--- src/rtl/rwav_pkg.sv ---
// Types and constants of the WAV stream parser.
package rwav_pkg;
    localparam logic [31:0] TAG_RIFF = 32'h46464952;
    localparam logic [31:0] TAG_WAVE = 32'h45564157;
    localparam logic [31:0] TAG_FMT  = 32'h20746D66;
    localparam logic [31:0] TAG_DATA = 32'h61746164;
    localparam logic [31:0] REQ_RATE = 32'd48000;
    localparam logic [15:0] REQ_BITS = 16'd16;
    localparam logic [31:0] RIFF_HDR_BYTES = 32'd12;

    localparam logic [1:0] KIND_SAMPLE = 2'd0;
    localparam logic [1:0] KIND_DONE   = 2'd1;
    localparam logic [1:0] KIND_ERROR  = 2'd2;

    localparam logic [3:0] ERR_NOT_WAVE   = 4'd0;
    localparam logic [3:0] ERR_FMT_SMALL  = 4'd1;
    localparam logic [3:0] ERR_NO_FMT     = 4'd2;
    localparam logic [3:0] ERR_FORMAT     = 4'd3;
    localparam logic [3:0] ERR_CHANNELS   = 4'd4;
    localparam logic [3:0] ERR_RATE       = 4'd5;
    localparam logic [3:0] ERR_BEYOND     = 4'd6;
    localparam logic [3:0] ERR_NOT_FRAME  = 4'd7;
    localparam logic [3:0] ERR_FILE_SMALL = 4'd8;
    localparam logic [3:0] ERR_NO_DATA    = 4'd9;

    typedef enum logic [5:0] {
        PH_HEADER = 6'b000001,
        PH_WAVE   = 6'b000010,
        PH_FMT    = 6'b000100,
        PH_SKIP   = 6'b001000,
        PH_DATA   = 6'b010000,
        PH_TRAIL  = 6'b100000
    } phase_t;

    // One result word.
    typedef struct packed {
        logic [1:0]  kind;
        logic [3:0]  error_code;
        logic        channel;
        logic [29:0] frame_index;
        logic [15:0] sample_value;
        logic        last;
    } result_t;

    // Up to two results caused by one byte.
    typedef struct packed {
        logic    two;
        result_t r0;
        result_t r1;
    } rpair_t;
endpackage

--- src/rtl/riff_wav_pcm_stream_parser_top.sv ---
// WAV RIFF parser: one file byte per s_ word, samples and status per m_ word.
// Write the file's byte length on the cfg channel before streaming a file
// (cfg_ready is always high). Each accepted byte is classified in the cycle it
// arrives and may cause up to two result words (a sample, then a done
// report). m_tuser tells the kind of each word and m_tlast marks the last word
// that a byte causes.
// Results pass through a four-entry queue of result pairs; a pair is written
// as its byte is accepted and shown on m_ from the queue head. Throughput is
// one byte per cycle while the queue is not full; a pair of two results keeps
// its entry until both are taken. s_tready drops only while the queue is
// full, so a stalled receiver back-pressures the byte stream once it fills.
// Errors halt the parser until aresetn (synchronous, clears all parse state).
module riff_wav_pcm_stream_parser_top import rwav_pkg::*; #(
    parameter int QDEPTH = 4
) (
    input  logic        aclk,
    input  logic        aresetn,
    input  logic        cfg_valid,
    output logic        cfg_ready,
    input  logic [31:0] cfg_data,
    input  logic        s_tvalid,
    output logic        s_tready,
    input  logic [7:0]  s_tdata,   // [7:0] data_byte
    output logic        m_tvalid,
    input  logic        m_tready,
    output logic [55:0] m_tdata,   // [3:0] error_code, [4] channel,
                                   // [34:5] frame_index, [50:35] sample_value
    output logic [1:0]  m_tuser,   // [1:0] kind
    output logic        m_tlast
);
    logic [31:0] total_len_reg;
    logic        q_push, q_full, q_pop, q_empty;
    rpair_t      q_in, q_out;
    result_t     w;

    assign cfg_ready = 1'b1;
    always_ff @(posedge aclk) begin
        if (!aresetn) total_len_reg <= '0;
        else if (cfg_valid) total_len_reg <= cfg_data;
    end

    rwav_front u_front (
        .aclk, .aresetn, .total_len(total_len_reg),
        .in_valid(s_tvalid), .in_ready(s_tready), .in_byte(s_tdata),
        .q_push, .q_data(q_in), .q_full
    );

    rwav_queue #(.DEPTH(QDEPTH)) u_queue (
        .aclk, .aresetn, .push(q_push), .push_data(q_in), .full(q_full),
        .pop(q_pop), .pop_data(q_out), .empty(q_empty)
    );

    rwav_back u_back (
        .aclk, .aresetn, .q_data(q_out), .q_empty, .q_pop,
        .out_valid(m_tvalid), .out_ready(m_tready), .out_word(w)
    );

    assign m_tdata = {5'b00000, w.sample_value, w.frame_index, w.channel, w.error_code};
    assign m_tuser = w.kind;
    assign m_tlast = w.last;
endmodule

--- src/rtl/rwav_front.sv ---
// Front end: accepts bytes, walks the chunk structure and forms result pairs.
module rwav_front import rwav_pkg::*; (
    input  logic        aclk,
    input  logic        aresetn,
    input  logic [31:0] total_len,
    input  logic        in_valid,
    output logic        in_ready,
    input  logic [7:0]  in_byte,
    output logic        q_push,
    output rpair_t      q_data,
    input  logic        q_full
);
    phase_t      phase_reg, phase_next;
    logic [31:0] pos_reg, pos_next;
    logic [2:0]  shift_reg, shift_next;
    logic [31:0] tag_reg, tag_next;
    logic [31:0] rem_reg, rem_next;
    logic [15:0] fmt_reg, fmt_next;
    logic [15:0] chans_reg, chans_next;
    logic [31:0] rate_reg, rate_next;
    logic [15:0] bits_reg, bits_next;
    logic [7:0]  low_reg, low_next;
    logic        chan_reg, chan_next;
    logic [29:0] frame_reg, frame_next;
    logic        seen_reg, seen_next;
    logic        halt_reg, halt_next;
    logic [3:0]  fidx_reg, fidx_next;

    logic        acc;
    logic [32:0] after, left;
    result_t     res [2];
    logic [1:0]  cnt;

    assign in_ready = !q_full;
    assign acc = in_valid && in_ready;
    assign after = {1'b0, pos_reg} + 33'd1;
    assign left = ({1'b0, total_len} > after) ? {1'b0, total_len} - after : 33'd0;

    always_comb begin
        logic halt_now;
        logic [3:0] ecode;
        phase_next = phase_reg; pos_next = pos_reg; shift_next = shift_reg;
        tag_next = tag_reg; rem_next = rem_reg; fmt_next = fmt_reg;
        chans_next = chans_reg; rate_next = rate_reg; bits_next = bits_reg;
        low_next = low_reg; chan_next = chan_reg; frame_next = frame_reg;
        seen_next = seen_reg; halt_next = halt_reg; fidx_next = fidx_reg;
        res[0] = '0; res[1] = '0; cnt = 2'd0;
        halt_now = 1'b0; ecode = ERR_NOT_WAVE;
        if (acc && !halt_reg) begin
            if (pos_reg == 32'd0 && total_len < RIFF_HDR_BYTES) begin
                res[0].kind = KIND_ERROR; res[0].error_code = ERR_FILE_SMALL;
                cnt = 2'd1; halt_next = 1'b1;
            end else begin
                unique case (phase_reg)
                    PH_HEADER: begin
                        if (shift_reg == 3'd0 &&
                            ({1'b0, pos_reg} + 33'd8) > {1'b0, total_len}) begin
                            phase_next = PH_TRAIL;
                        end else begin
                            if (!shift_reg[2])
                                tag_next[shift_reg[1:0]*8 +: 8] = in_byte;
                            else
                                rem_next[shift_reg[1:0]*8 +: 8] = in_byte;
                            shift_next = shift_reg + 3'd1;
                            if (shift_reg == 3'd7) begin
                                // Full header in hand: dispatch on the tag.
                                if (tag_next == TAG_RIFF) begin
                                    tag_next = '0; phase_next = PH_WAVE;
                                end else if (tag_next == TAG_FMT) begin
                                    if (rem_next < 32'd16) begin
                                        halt_now = 1'b1; ecode = ERR_FMT_SMALL;
                                    end else begin
                                        rem_next = rem_next - 32'd16;
                                        fidx_next = '0; phase_next = PH_FMT;
                                    end
                                end else if (tag_next == TAG_DATA) begin
                                    priority if (chans_reg == 16'd0) begin
                                        halt_now = 1'b1; ecode = ERR_NO_FMT;
                                    end else if (fmt_reg != 16'd1 || bits_reg != REQ_BITS) begin
                                        halt_now = 1'b1; ecode = ERR_FORMAT;
                                    end else if (chans_reg != 16'd2) begin
                                        halt_now = 1'b1; ecode = ERR_CHANNELS;
                                    end else if (rate_reg != REQ_RATE) begin
                                        halt_now = 1'b1; ecode = ERR_RATE;
                                    end else if ({1'b0, rem_next} > left) begin
                                        halt_now = 1'b1; ecode = ERR_BEYOND;
                                    end else if (rem_next[1:0] != 2'd0) begin
                                        halt_now = 1'b1; ecode = ERR_NOT_FRAME;
                                    end else begin
                                        frame_next = '0; chan_next = 1'b0;
                                        seen_next = 1'b0;
                                        phase_next = (rem_next != 0) ? PH_DATA : PH_HEADER;
                                    end
                                end else begin
                                    phase_next = (rem_next != 0) ? PH_SKIP : PH_HEADER;
                                end
                            end
                        end
                    end
                    PH_WAVE: begin
                        tag_next[shift_reg[1:0]*8 +: 8] = tag_reg[shift_reg[1:0]*8 +: 8]
                                                          | in_byte;
                        shift_next = shift_reg + 3'd1;
                        if (shift_reg[1:0] == 2'd3) begin
                            shift_next = '0;
                            if (tag_next != TAG_WAVE) begin
                                halt_now = 1'b1; ecode = ERR_NOT_WAVE;
                            end else phase_next = PH_HEADER;
                        end
                    end
                    PH_FMT: begin
                        unique case (fidx_reg)
                            4'd0, 4'd1: fmt_next[fidx_reg[0]*8 +: 8] = in_byte;
                            4'd2, 4'd3: chans_next[fidx_reg[0]*8 +: 8] = in_byte;
                            4'd4, 4'd5, 4'd6, 4'd7:
                                rate_next[fidx_reg[1:0]*8 +: 8] = in_byte;
                            4'd14, 4'd15: bits_next[fidx_reg[0]*8 +: 8] = in_byte;
                            default: ;
                        endcase
                        fidx_next = fidx_reg + 4'd1;
                        if (fidx_reg == 4'd15) begin
                            shift_next = '0;
                            phase_next = (rem_reg != 0) ? PH_SKIP : PH_HEADER;
                        end
                    end
                    PH_SKIP: begin
                        rem_next = rem_reg - 32'd1;
                        if (rem_next == 0) phase_next = PH_HEADER;
                    end
                    PH_DATA: begin
                        if (!shift_reg[0]) begin
                            low_next = in_byte;
                        end else begin
                            res[0].kind = KIND_SAMPLE;
                            res[0].channel = chan_reg;
                            res[0].frame_index = frame_reg;
                            res[0].sample_value = {in_byte, low_reg};
                            cnt = 2'd1; seen_next = 1'b1;
                            if (chan_reg) frame_next = frame_reg + 30'd1;
                            chan_next = !chan_reg;
                        end
                        shift_next = {2'b00, !shift_reg[0]};
                        rem_next = rem_reg - 32'd1;
                        if (rem_next == 0) begin
                            shift_next = '0; phase_next = PH_HEADER;
                        end
                    end
                    default: ;
                endcase
                if (halt_now) begin
                    res[0].kind = KIND_ERROR; res[0].error_code = ecode;
                    cnt = 2'd1; halt_next = 1'b1;
                end else if (after >= {1'b0, total_len}) begin
                    halt_next = 1'b1;
                    if (phase_next == PH_WAVE) begin
                        res[cnt[0]].kind = KIND_ERROR;
                        res[cnt[0]].error_code = ERR_NOT_WAVE;
                    end else if (seen_next) begin
                        res[cnt[0]].kind = KIND_DONE;
                    end else begin
                        res[cnt[0]].kind = KIND_ERROR;
                        res[cnt[0]].error_code = ERR_NO_DATA;
                    end
                    cnt = cnt + 2'd1;
                end
            end
            pos_next = pos_reg + 32'd1;
        end
        if (cnt == 2'd2) res[1].last = 1'b1;
        else res[0].last = 1'b1;
    end

    assign q_push = acc && (cnt != 2'd0);
    assign q_data = '{two: (cnt == 2'd2), r0: res[0], r1: res[1]};

    always_ff @(posedge aclk) begin
        if (!aresetn) begin
            phase_reg <= PH_HEADER; pos_reg <= '0; shift_reg <= '0; tag_reg <= '0;
            rem_reg <= '0; fmt_reg <= '0; chans_reg <= '0; rate_reg <= '0;
            bits_reg <= '0; low_reg <= '0; chan_reg <= 1'b0; frame_reg <= '0;
            seen_reg <= 1'b0; halt_reg <= 1'b0; fidx_reg <= '0;
        end else begin
            phase_reg <= phase_next; pos_reg <= pos_next; shift_reg <= shift_next;
            tag_reg <= tag_next; rem_reg <= rem_next; fmt_reg <= fmt_next;
            chans_reg <= chans_next; rate_reg <= rate_next; bits_reg <= bits_next;
            low_reg <= low_next; chan_reg <= chan_next; frame_reg <= frame_next;
            seen_reg <= seen_next; halt_reg <= halt_next; fidx_reg <= fidx_next;
        end
    end
endmodule

--- src/rtl/rwav_queue.sv ---
// Small FIFO of result pairs between the front and back ends.
module rwav_queue import rwav_pkg::*; #(
    parameter int DEPTH = 4
) (
    input  logic   aclk,
    input  logic   aresetn,
    input  logic   push,
    input  rpair_t push_data,
    output logic   full,
    input  logic   pop,
    output rpair_t pop_data,
    output logic   empty
);
    localparam int AW = (DEPTH > 1) ? $clog2(DEPTH) : 1;
    rpair_t        mem_reg [DEPTH];
    logic [AW-1:0] wr_reg, rd_reg;
    logic [AW:0]   cnt_reg;

    assign full = (cnt_reg == (AW+1)'(DEPTH));
    assign empty = (cnt_reg == '0);
    assign pop_data = mem_reg[rd_reg];

    always_ff @(posedge aclk) begin
        if (push && !full) mem_reg[wr_reg] <= push_data;
    end

    always_ff @(posedge aclk) begin
        if (!aresetn) begin
            wr_reg <= '0; rd_reg <= '0; cnt_reg <= '0;
        end else begin
            if (push && !full)
                wr_reg <= (wr_reg == AW'(DEPTH-1)) ? '0 : wr_reg + 1'b1;
            if (pop && !empty)
                rd_reg <= (rd_reg == AW'(DEPTH-1)) ? '0 : rd_reg + 1'b1;
            cnt_reg <= cnt_reg + (AW+1)'(push && !full) - (AW+1)'(pop && !empty);
        end
    end
endmodule

--- src/rtl/rwav_back.sv ---
// Back end: splits result pairs into single output words.
module rwav_back import rwav_pkg::*; (
    input  logic    aclk,
    input  logic    aresetn,
    input  rpair_t  q_data,
    input  logic    q_empty,
    output logic    q_pop,
    output logic    out_valid,
    input  logic    out_ready,
    output result_t out_word
);
    logic second_reg;

    assign out_valid = !q_empty;
    assign out_word = second_reg ? q_data.r1 : q_data.r0;
    assign q_pop = out_valid && out_ready && (second_reg || !q_data.two);

    always_ff @(posedge aclk) begin
        if (!aresetn) second_reg <= 1'b0;
        else if (out_valid && out_ready) second_reg <= !second_reg && q_data.two;
    end
endmodule

--- config.mk ---
export PLATFORM = sky130hd
export DESIGN_NAME = riff_wav_pcm_stream_parser_top
export DESIGN_NICKNAME = d
export VERILOG_FILES = /design/src/rtl/rwav_pkg.sv /design/src/rtl/riff_wav_pcm_stream_parser_top.sv /design/src/rtl/rwav_front.sv /design/src/rtl/rwav_queue.sv /design/src/rtl/rwav_back.sv
export SDC_FILE = /design/constraint.sdc
export NUM_CORES = 1
export LEC_CHECK = 0
export ABC_AREA = 1
export BUFFER_PORTS_ARGS = -buffer_cell sky130_fd_sc_hd__buf_2
export CORE_MARGIN = 5
export CORE_UTILIZATION = 40
export DETAILED_ROUTE_END_ITERATION = 10
export PLACE_DENSITY = 0.54
export SLEW_MARGIN = 40
export SYNTH_ARGS = -nofsm -noshare
export SYNTH_HDL_FRONTEND = slang
export SYNTH_HIERARCHICAL = 1
export SYNTH_SLANG_ARGS = --single-unit
--- constraint.sdc ---
create_clock -name aclk -period 13.7 [get_ports aclk]
set_clock_uncertainty 0.1 [all_clocks]
set_input_delay 2.055 -clock aclk [delete_from_list [all_inputs] [get_ports aclk]]
set_output_delay 2.055 -clock aclk [all_outputs]
set_load 0.01 [all_outputs]
==> metrics.txt <==
most common cell in the synthesized netlist nand2_1; # clock sinks between 700 and 800; DR top layer met4; number of setup buffers added after CTS 0; drt wl/cell 18.9 um; nature of the critical path startpoint flip-flop; WL met2 53700 um; Area Growth Syn to Fin 9.69%; Die ar. just over 100000 sq um; element type at the critical path end flip-flop; gp weighted congestion 0.934; Post-synth top cells 837 x nand2_1, 612 x nor2_1, 496 x inv_1, 450 x o21ai_0, 436 x edfxtp_1; DR pass1 iterations 6; final net count roughly 4900; Detail Placement HPWL between 70000 and 80000 um; sequential fraction of design power between 30 and 40%; Die H between 300 and 400 um; clk root buf clkbuf_16; CP max stage delay 720 ps; Post-synth EDFFs 436; Filler cells 9687; Routed WL roughly 120000 um; minimum clock period just under 10000 ps; via density per instance 5.35; fraction of layout cells with a size suffix above 1 approximately 7.2%; leading area contributor after synthesis edfxtp_1; Final Max Slew Viols 0; fin util between 40% and 50%; number of synthesized register bits approximately 710; global-route wire length before repair roughly 180000 um; Crit path required time about 14000 ps; vias in the first global route ~31000; CTS tree built; Worst Tran Pin Value approximately 840 ps; internal power 4750 uW; post-synthesis cell area just under 40000 sq um; Warnings, synthesis 6; Initial DRC Count 3030; power density cells between 150 and 200 nW/um^2; Cells after Synth ~4800; Pwr Total around 8200 uW; hold slack between 300 and 400 ps; total gr overflow 0; cts repair resizes 0; Net Sw Frac roughly two fifths; Synth top area share 33.6%; I/O Buffers 100; worst skew pair latency ~650 ps; sequential-to-total area share from yosys stat a little under half; slowest cell on the critical path inv_1; initial antenna violation count 1; clock-pin slew on the worst setup and hold paths roughly 60 ps; Cell variety after synth 63; placeable core region 96600 sq um; Post-Place Setup Slack about 4000 ps; static leakage roughly 0.017 uW; CP dominant cell by count nand2_1; top area cells in the synthesized netlist edfxtp_1 34%, dfxtp_1 14%, nand2_1 8.1%; H-tree depth 3; M1 wire length between 50000 and 60000 um; max reg flops 436; setup ws final ~3900 ps; Setup CP Type flip-flop to flip-flop; period utilization between 70% and 80%; Final Setup Violations 0; die width ~320 um; FFs w/ async S/R, synth 0%; met3 WL approximately 6300 um; largest net degree at the start of global routing around 190; CTS Buf Count between 80 and 90; ANT nets after route 0; unrepaired setup endpoints after global routing no; worst path arrival time between 9000 and 10000 ps; net switching power about 3400 uW; outcome complete, no violations; Cell Rows ~110; min-delay worst type flip-flop to flip-flop; clock network power share approximately a quarter; ant diodes 0; CP Max Fanout 52; CTS Buffer Depth 3; Worst slew margin between 40% and 50%; DR DRC count 0; max cap viols 0; Starting Density 40.3%; setup TNS 0 ps; Hold-fix buffers, CTS 0; Final Hold Fails 0; I/O Pins 107; Synth Flop Type edfxtp_1; Total GRT Usage a little over a fifth; Comb power frac ~41%; Vias between 30000 and 40000; Max Fclk a little over 0.1 GHz; worst vdd ir between 150 and 200 uV; Avg Cell Area, Syn 8.14 sq um
==> critical path: cells and delay by family, from the launching register on <==
kind	cells	cell delay, ps
compound gates	2	260
xor+xnor	1	170
fa+ha+maj	2	710
buf+inv	6	2210
flops	1	420
simple gates	42	5400
==> final cells by class <==
type / instances / area (sq um) / share of cell area (%)
Sequential cell: 708 / 18500 / 43.5
Multi-Input combinational cell: 3322 / 17100 / 40.1
Clock buffer: 114 / 2240 / 5.25
Inverter: 521 / 1970 / 4.61
Tap cell: 1276 / 1600 / 3.74
Timing Repair Buffer: 132 / 840 / 1.97
Clock inverter: 37 / 363 / 0.850
==> final timing paths <==
| kind | from | to | slack, ps | cells past startpoint |
|---|---|---|---|---|
| setup / recovery | u_front/pos_reg[2] | u_queue/mem_reg[0][86] | 3900 | 53 |
| setup reg to reg | u_front/pos_reg[2] | u_queue/mem_reg[0][86] | 3900 | 53 |
| hold reg to reg | u_front/fmt_reg[3] | u_front/fmt_reg[3] | 350 | 2 |
| hold / removal | u_front/fmt_reg[3] | u_front/fmt_reg[3] | 350 | 2 |
==> per-stage QoR <==
step	cell area, sq um	cells
floorplan	39100	4836
global placement	40000	5957
detailed placement	40000	5958
CTS	42600	6109
global route	42700	6110
finish	42700	6110
==> layer usage <==
metal	vias to the layer above	track usage [%]
met5	-	0
met4	0	5.56
met2	946	35.9
met1	15424	29.9
li1	16148	-
met3	178	3.11
==> cells by family after synthesis <==
kind of cell	Yosys count	synth area share, %
multiplexers	4	0.103
AO/OA/AOI/OAI	1045	14.6
other	3	0.0289
AND/OR/NAND/NOR	1970	21.8
adder cells (fa/ha/maj)	128	4.15
buffers and inverters	806	9.08
flip-flops	708	47.6
XOR/XNOR	117	2.63
==> power by group through the flow <==
stage | sequential [uW] | clock (uW) | combinational, uW
CTS | 2720 | 2170 | 3310
detailed placement | 2760 | 0 | 3300
finish | 2730 | 2110 | 3340
global route | 2750 | 2260 | 3740
floorplan | 2700 | 0 | 2370
global placement | 2760 | 0 | 3290
==> cells in the final DEF, fill, tap and decap left out, drive strengths merged, types with 114 or more instances in the layout <==
cell type    n
buf        132
ha         126
nand3      158
o21ai      483
nor2       631
nor3       126
nand2      846
dfxtp      272
clkbuf     114
inv        516
edfxtp     436
a21oi      315
o22ai      140
Power figures use the tool's default switching activity.
